$ cat src/hw/rtl/csl_pkg.sv
// Shared types, sizes and codes for the cursor sequence list.
`timescale 1ns / 1ps

package csl_pkg;

  // List geometry
  localparam int LIST_DEPTH = 32;
  localparam int WORD_BITS  = 32;
  localparam int CNT_BITS   = $clog2(LIST_DEPTH + 1);
  localparam int IDX_BITS   = $clog2(LIST_DEPTH);

  // Port field widths
  localparam int REQ_W     = 3;
  localparam int VALUE_W   = 32;
  localparam int STATUS_W  = 2;
  localparam int COUNT_W   = 6;
  localparam int IN_DATA_W  = 32;
  localparam int OUT_DATA_W = 48;

  typedef enum logic [REQ_W-1:0] {
    REQ_START   = 3'd0,
    REQ_ADVANCE = 3'd1,
    REQ_INSERT  = 3'd2,
    REQ_ATTACH  = 3'd3,
    REQ_REMOVE  = 3'd4
  } req_t;

  typedef enum logic [STATUS_W-1:0] {
    ST_DONE   = 2'd0,
    ST_FULL   = 2'd1,
    ST_NO_CUR = 2'd2
  } status_t;

  typedef enum logic [1:0] {
    S_IDLE,
    S_EXEC,
    S_REPORT
  } state_t;

  // Controller to datapath commands
  typedef struct packed {
    logic load;
    logic exec;
    logic report;
  } dp_cmd_t;

  // Datapath to controller status
  typedef struct packed {
    logic out_hold;
  } dp_stat_t;

endpackage

$ cat src/hw/rtl/cursor_sequence_list.sv
// Top level of the cursor sequence list.
`timescale 1ns / 1ps

// An ordered list of up to 32 words with an entry count and a cursor. Each
// request item (start, advance, insert before, attach after, remove) yields
// one result item with the status, count, cursor, a current-entry flag and
// the current word. A request passes through three steps: accept, update of the
// entry registers (all entries shift in parallel), and loading of the result
// register; the controller state sequence drives these steps. The next request is
// accepted while a result waits to be taken, and a result that is not taken
// stalls the following report step. Entries are not cleared at reset; no
// entry is read before it is written.
module cursor_sequence_list (
  input  logic                              clk,
  input  logic                              rst,
  input  logic                              s_tvalid,
  output logic                              s_tready,
  input  logic [csl_pkg::IN_DATA_W-1:0]     s_tdata,   // [31:0] entry_value
  input  logic [csl_pkg::REQ_W-1:0]         s_tuser,   // [2:0] req_type
  output logic                              m_tvalid,
  input  logic                              m_tready,
  // [5:0] item_count, [11:6] cursor_pos, [12] has_current,
  // [44:13] current_value, [47:45] zero
  output logic [csl_pkg::OUT_DATA_W-1:0]    m_tdata,
  output logic [csl_pkg::STATUS_W-1:0]      m_tuser    // [1:0] status
);
  import csl_pkg::*;

  dp_cmd_t             cmd;
  dp_stat_t            stat;
  logic [COUNT_W-1:0]  item_count;
  logic [COUNT_W-1:0]  cursor_pos;
  logic                has_current;
  logic [VALUE_W-1:0]  current_value;

  csl_ctrl u_ctrl (
    .clk      (clk),
    .rst      (rst),
    .s_tvalid (s_tvalid),
    .s_tready (s_tready),
    .stat     (stat),
    .cmd      (cmd)
  );

  csl_datapath u_datapath (
    .clk           (clk),
    .rst           (rst),
    .cmd           (cmd),
    .stat          (stat),
    .req_type      (s_tuser),
    .entry_value   (s_tdata[VALUE_W-1:0]),
    .m_tready      (m_tready),
    .m_tvalid      (m_tvalid),
    .status        (m_tuser),
    .item_count    (item_count),
    .cursor_pos    (cursor_pos),
    .has_current   (has_current),
    .current_value (current_value)
  );

  // Pack the result fields, lowest first
  assign m_tdata = {3'b000, current_value, has_current, cursor_pos, item_count};

endmodule

$ cat src/hw/rtl/csl_ctrl.sv
// Controller sequencing accept, update and report for each request.
`timescale 1ns / 1ps

module csl_ctrl (
  input  logic               clk,
  input  logic               rst,
  input  logic               s_tvalid,
  output logic               s_tready,
  input  csl_pkg::dp_stat_t  stat,
  output csl_pkg::dp_cmd_t   cmd
);
  import csl_pkg::*;

  state_t state, state_next;

  // Hold the state register
  always_ff @(posedge clk) begin
    if (rst) begin
      state <= S_IDLE;
    end else begin
      state <= state_next;
    end
  end

  // Pick the next state
  always_comb begin
    state_next = state;
    case (state)
      S_IDLE: begin
        if (s_tvalid) state_next = S_EXEC;
      end
      S_EXEC: begin
        state_next = S_REPORT;
      end
      S_REPORT: begin
        if (!stat.out_hold) state_next = S_IDLE;
      end
      default: begin
        state_next = S_IDLE;
      end
    endcase
  end

  // Drive handshake and datapath commands
  always_comb begin
    s_tready   = 1'b0;
    cmd.load   = 1'b0;
    cmd.exec   = 1'b0;
    cmd.report = 1'b0;
    case (state)
      S_IDLE: begin
        s_tready = 1'b1;
        cmd.load = s_tvalid;
      end
      S_EXEC: begin
        cmd.exec = 1'b1;
      end
      S_REPORT: begin
        cmd.report = !stat.out_hold;
      end
      default: begin
        s_tready = 1'b0;
      end
    endcase
  end

endmodule

$ cat src/hw/rtl/csl_datapath.sv
// Entry registers, count, cursor and result register of the list.
`timescale 1ns / 1ps

module csl_datapath (
  input  logic                                clk,
  input  logic                                rst,
  input  csl_pkg::dp_cmd_t                    cmd,
  output csl_pkg::dp_stat_t                   stat,
  input  logic [csl_pkg::REQ_W-1:0]           req_type,
  input  logic [csl_pkg::VALUE_W-1:0]         entry_value,
  input  logic                                m_tready,
  output logic                                m_tvalid,
  output logic [csl_pkg::STATUS_W-1:0]        status,
  output logic [csl_pkg::COUNT_W-1:0]         item_count,
  output logic [csl_pkg::COUNT_W-1:0]         cursor_pos,
  output logic                                has_current,
  output logic [csl_pkg::VALUE_W-1:0]         current_value
);
  import csl_pkg::*;

  logic [REQ_W-1:0]     req_q;
  logic [WORD_BITS-1:0] word_q;
  logic [WORD_BITS-1:0] store [LIST_DEPTH];
  logic [CNT_BITS-1:0]  count, count_next;
  logic [CNT_BITS-1:0]  cursor, cursor_next;
  status_t              status_q, status_next;
  logic                 out_valid;

  logic                 cur;
  logic                 full;
  logic                 shift_up;
  logic                 shift_dn;
  logic [CNT_BITS-1:0]  pos;
  logic [CNT_BITS-1:0]  count_dec;

  assign cur       = cursor < count;
  assign full      = count == CNT_BITS'(LIST_DEPTH);
  assign count_dec = count - CNT_BITS'(1);

  // Latch the accepted request
  always_ff @(posedge clk) begin
    if (cmd.load) begin
      req_q  <= req_type;
      word_q <= entry_value[WORD_BITS-1:0];
    end
  end

  // Decode the request against the current count and cursor
  always_comb begin
    count_next  = count;
    cursor_next = cursor;
    status_next = ST_DONE;
    shift_up    = 1'b0;
    shift_dn    = 1'b0;
    pos         = '0;
    case (req_q)
      REQ_START: begin
        if (count != '0) cursor_next = '0;
      end
      REQ_ADVANCE: begin
        if (!cur) status_next = ST_NO_CUR;
        else      cursor_next = cursor + CNT_BITS'(1);
      end
      REQ_INSERT: begin
        if (full) begin
          status_next = ST_FULL;
        end else begin
          pos         = cur ? cursor : '0;
          shift_up    = 1'b1;
          cursor_next = pos;
          count_next  = count + CNT_BITS'(1);
        end
      end
      REQ_ATTACH: begin
        if (full) begin
          status_next = ST_FULL;
        end else begin
          pos         = cur ? cursor + CNT_BITS'(1) : count;
          shift_up    = 1'b1;
          cursor_next = pos;
          count_next  = count + CNT_BITS'(1);
        end
      end
      REQ_REMOVE: begin
        if (!cur) begin
          status_next = ST_NO_CUR;
        end else begin
          shift_dn   = 1'b1;
          count_next = count_dec;
        end
      end
      default: begin
        status_next = ST_DONE;
      end
    endcase
  end

  // Update count, cursor and status
  always_ff @(posedge clk) begin
    if (rst) begin
      count  <= '0;
      cursor <= '0;
    end else if (cmd.exec) begin
      count  <= count_next;
      cursor <= cursor_next;
    end
  end

  always_ff @(posedge clk) begin
    if (cmd.exec) status_q <= status_next;
  end

  // Shift every entry at once: open a gap, or close one
  for (genvar i = 0; i < LIST_DEPTH; i++) begin : g_entry
    logic [WORD_BITS-1:0] below;
    logic [WORD_BITS-1:0] above;
    if (i > 0) begin : g_below
      assign below = store[i-1];
    end else begin : g_no_below
      assign below = '0;
    end
    if (i < LIST_DEPTH - 1) begin : g_above
      assign above = store[i+1];
    end else begin : g_no_above
      assign above = '0;
    end

    always_ff @(posedge clk) begin
      if (cmd.exec) begin
        if (shift_up && CNT_BITS'(i) == pos) begin
          store[i] <= word_q;
        end else if (shift_up && CNT_BITS'(i) > pos && CNT_BITS'(i) <= count) begin
          store[i] <= below;
        end else if (shift_dn && CNT_BITS'(i) >= cursor && CNT_BITS'(i) < count_dec) begin
          store[i] <= above;
        end
      end
    end
  end

  // Result register: load on report, drop when taken
  always_ff @(posedge clk) begin
    if (rst) begin
      out_valid <= 1'b0;
    end else if (cmd.report) begin
      out_valid <= 1'b1;
    end else if (m_tready) begin
      out_valid <= 1'b0;
    end
  end

  always_ff @(posedge clk) begin
    if (cmd.report) begin
      status      <= status_q;
      item_count  <= COUNT_W'(count);
      cursor_pos  <= COUNT_W'(cursor);
      has_current <= cur;
      current_value <= cur ? VALUE_W'(store[cursor[IDX_BITS-1:0]]) : '0;
    end
  end

  assign m_tvalid      = out_valid;
  assign stat.out_hold = out_valid && !m_tready;

endmodule
$ cat config.mk
export PLATFORM = sky130hd
export DESIGN_NAME = cursor_sequence_list
export DESIGN_NICKNAME = d
export VERILOG_FILES = /design/src/hw/rtl/csl_pkg.sv /design/src/hw/rtl/cursor_sequence_list.sv /design/src/hw/rtl/csl_ctrl.sv /design/src/hw/rtl/csl_datapath.sv
export SDC_FILE = /design/constraint.sdc
export NUM_CORES = 2
export LEC_CHECK = 0
export ABC_CLOCK_PERIOD_IN_PS = 7750
export BUFFER_PORTS_ARGS = -buffer_cell sky130_fd_sc_hd__buf_2
export CORE_UTILIZATION = 43
export CTS_CLUSTER_SIZE = 24
export DETAILED_ROUTE_END_ITERATION = 10
export PLACE_DENSITY_LB_ADDON = 0.08
export SLEW_MARGIN = 20
export SYNTH_ARGS = -nofsm -noshare
export SYNTH_HDL_FRONTEND = slang
export SYNTH_SLANG_ARGS = --single-unit
$ cat constraint.sdc
create_clock -name clk -period 7.75 [get_ports clk]
set_input_delay 0 -clock clk [delete_from_list [all_inputs] [get_ports clk]]
set_output_delay 0 -clock clk [all_outputs]
set_load 0.02 [all_outputs]
==> results.cfg <==
[clocking]
insertion_delay_ns = 0.79
cts_buffers = 138
cts_num_sinks = 1123
clkTransAtPathRegs_ns = 0.06
post_cts_buffers = 0
htreeDepth = 4
ctsLongestPathBuffers = 3
clockRootBuffer = clkbuf_16
cts_tree = yes

[worst_setup_path]
start_kind = flip-flop
cp.arrival_ns = 6.34
critical_path_class = reg2reg
required_ns = 8.14
crit_fanout = 39
cpPeakStageDelay_ns = 0.96
cp_slowest_cell = nand3_1
path_common_cell = nand3_1
crit_path_end_kind = flip-flop
crit_chain = clkinv_2 -> ha_1 -> nand3_1 -> mux2_2 -> nand2_1 -> nand3_1 -> o221ai_4 -> buf_4

[synthesis]
netlist_area_um2 = 66400
muxShareOfSynthArea = 0.170
ys_types = 100
synthXorXnorAreaFrac = 0.00145
synth_compound_area_frac = 0.175
synth-adder-area-share = 0.00264
ys_async_sr_fraction = 0
ys_ff_latch = 1123
synth_top_family_by_area = compound AO/OA/AOI/OAI gates
ys_warn_count = 0
seq_area_frac_synth = 0.506
yosys-top-cells-area = edfxtp_1, mux4_2, mux2i_1
synth_edf_count = 1108
synth-simple-area-share = 0.101
yosysTopAreaCell = edfxtp_1
postSynthCellCount = 5740
synth.top_cell.area_share = 0.501
synthFlopType = edfxtp_1
syn_area_per_cell_um2 = 11.6

[timing]
hold_viol = 0
fmax_mhz = 168
layout_min_cycle_time_ns = 5.95
min_period_over_period = 0.768
slew_headroom = 0.212
worst_slack_ns = 1.80
fin_skew_ns = 0.0358
setup_viol = 0
setup-tns-final_ns = 0
timing.hold.ws_ns = 0.173
worst_pin_slew_ns = 1.18
final_max_slew_viol_count = 0
rsz0062_at_grt = no

[final_layout]
postLayoutCoreUtil = 0.486
syn_to_final_growth_pct = 11.6
nFillCells = 13647
fin_nets = 5673
instances_no_fill = 7762
drive_above_1_share = 0.177

[floorplan]
start_util = 0.435
fp.dieArea_um2 = 156000
num_rows = 143
die_w_um = 395
core_um2 = 153000
pin_count = 91
die_h_um = 395

[placement]
place_hpwl_mm = 164
port_buffers = 87
pre_cts_slack_ns = 2.04
gp_congestion = 0.946
dp.cells = 7436

[outcome]
status = finished, final reports clean

[detailed_routing]
drtIter0Drc = 6491
wl_per_cell_um = 32.2
vias = 51876
via_per_inst = 6.68
ant_nets = 0
firstDrtPassIters = 8
wirelength_mm = 250
drc = 0

[global_route]
grt_overflow_total = 0
antenna_found_initial = 19
grt_pass1_wl_mm = 363
grt_usage = 0.314
grt_pass1_vias = 49098
grt_max_degree = 103

[pwr]
p_leak_nw = 25.4
p_per_area_nw_per_um2 = 194
peakVddDrop_mv = 0.227

[hold_path]
min_path_type = in2reg

[job]
max_cap_viol_count = 0
-- stage by stage --
stage | area (µm²) | power [mW]
finish | 74100 | 14.4
floorplan | 66400 | 7.69
global placement | 69000 | 8.08
detailed placement | 69000 | 8.10
CTS | 74100 | 14.5
global route | 74100 | 14.8
-- kinds of logic after synthesis --
group                    count (synthesis)
AO/OA/AOI/OAI                         1610
AND/OR/NAND/NOR                       1517
flip-flops                            1123
multiplexers                           764
buffers and inverters                  700
adder cells (fa/ha/maj)                 14
XOR/XNOR                                11
other                                    1
-- critical path, delay by kind of cell (launching register included) --
family          cells  cell delay (ns)
compound gates      1             0.42
simple gates        3             1.70
mux                 1             0.32
fa+ha+maj           1             0.68
flops               1             0.87
buf+inv             2             1.52
-- synth_stat cells (6+ instances only) --
master        n
edfxtp_1   1108
nand2_1     551
nor2_1      525
clkbuf_1    425
mux2i_1     381
mux4_2      281
a21oi_1     266
o21ai_0     246
a31oi_1     183
and2_1      174
a221o_1     165
a21o_1      135
o211ai_1    134
a22o_1      124
buf_2       122
nand3_1     117
mux2_2       98
inv_1        70
buf_1        47
nand2b_1     46
o31ai_1      41
o2111ai_1    37
a32oi_1      34
a41oi_1      34
o221a_2      34
o31a_1       30
o21ai_1      29
buf_4        26
nor3_1       26
a211oi_1     22
nor2b_1      18
and3_1       16
o22ai_1      16
dfxtp_1      15
ha_1         14
xnor2_1      10
or3_1         9
a211o_1       8
nand4_1       7
a22oi_1       6
-- where the power goes --
group | switching [mW] | internal (mW) | total (mW)
sequential | 0.0519 | 6.76 | 6.82
combinational | 0.743 | 0.467 | 1.21
clock | 2.76 | 3.63 | 6.38
-- placed cells by master, fill, tap and decap left out, drive strengths merged, types with 37 or more instances in the layout --
cell type    synthesis  final
a31oi              185    185
mux4               281    281
o211ai             138    138
nand2b              47     47
mux2               100    100
mux2i              383    383
o31ai               42     42
a221o              165    165
inv                 72     75
nand2              551    551
o2111ai             37     37
a21o               135    135
dlygate4sd3          0     74
a22o               124    124
clkbuf             425    177
clkinv               5     66
edfxtp            1108   1108
nand3              118    118
o21ai              277    277
a21oi              268    268
and2               176    176
nor2               526    526
buf                198    287
-- flip-flops by register name, indices dropped and copies added, names as in the netlist --
register and flops:
u_datapath.word_q 32, u_datapath.current_value 32, u_datapath.req_q 3, u_datapath.cursor_pos 6, u_ctrl.state 2, u_datapath.count 6, u_datapath.has_current 1, u_datapath.status 2
u_datapath.cursor 6, u_datapath.item_count 6, u_datapath.store 1024, u_datapath.status_q 2, u_datapath.m_tvalid 1
-- worst paths after layout --
check,from,to,slack (ns),depth (start not counted)
worst min register to register,u_datapath.status_q[1]$_DFFE_PP_,u_datapath.status[1]$_DFFE_PP_,0.43,0
worst min-delay path,m_tready,u_datapath.m_tvalid$_SDFFE_PP0P_,0.17,4
worst max register to register,u_datapath.cursor[1]$_SDFFE_PP0P_,u_datapath.store[30][21]$_DFFE_PP_,1.80,8
worst max-delay path,u_datapath.cursor[1]$_SDFFE_PP0P_,u_datapath.store[30][21]$_DFFE_PP_,1.80,8
-- repair_timing --
item / in CTS / in global routing
hold endpoints to repair: 59 / 0
hold buffers: 74 / 0
endpoints found under the setup margin: 0 / 0
resized for setup: 0 / 0
-- per-layer routing --
layer / track usage / part of all wire / wire, µm / vias up
met4: 0.0716 / 0.021 / 5150 / 4
met5: 0 / 0.00013 / 33 / -
met2: 0.461 / 0.43 / 108000 / 2921
met1: 0.466 / 0.44 / 109000 / 26513
met3: 0.0783 / 0.11 / 27100 / 339
li1: - / - / - / 22099
-- layout make-up --
| type | instances | area, µm² | area share |
|---|---|---|---|
| antenna | 1 | 2.50 | 0.0000338 |
| clock buffer | 177 | 3660 | 0.0494 |
| clock inverter | 74 | 673 | 0.00908 |
| inverter | 77 | 290 | 0.00392 |
| multi-input combinational | 3919 | 30600 | 0.414 |
| sequential | 1123 | 33600 | 0.453 |
| tap | 2030 | 2540 | 0.0343 |
| timing repair buffer | 361 | 2700 | 0.0365 |
(Power assumes the default switching activity.)
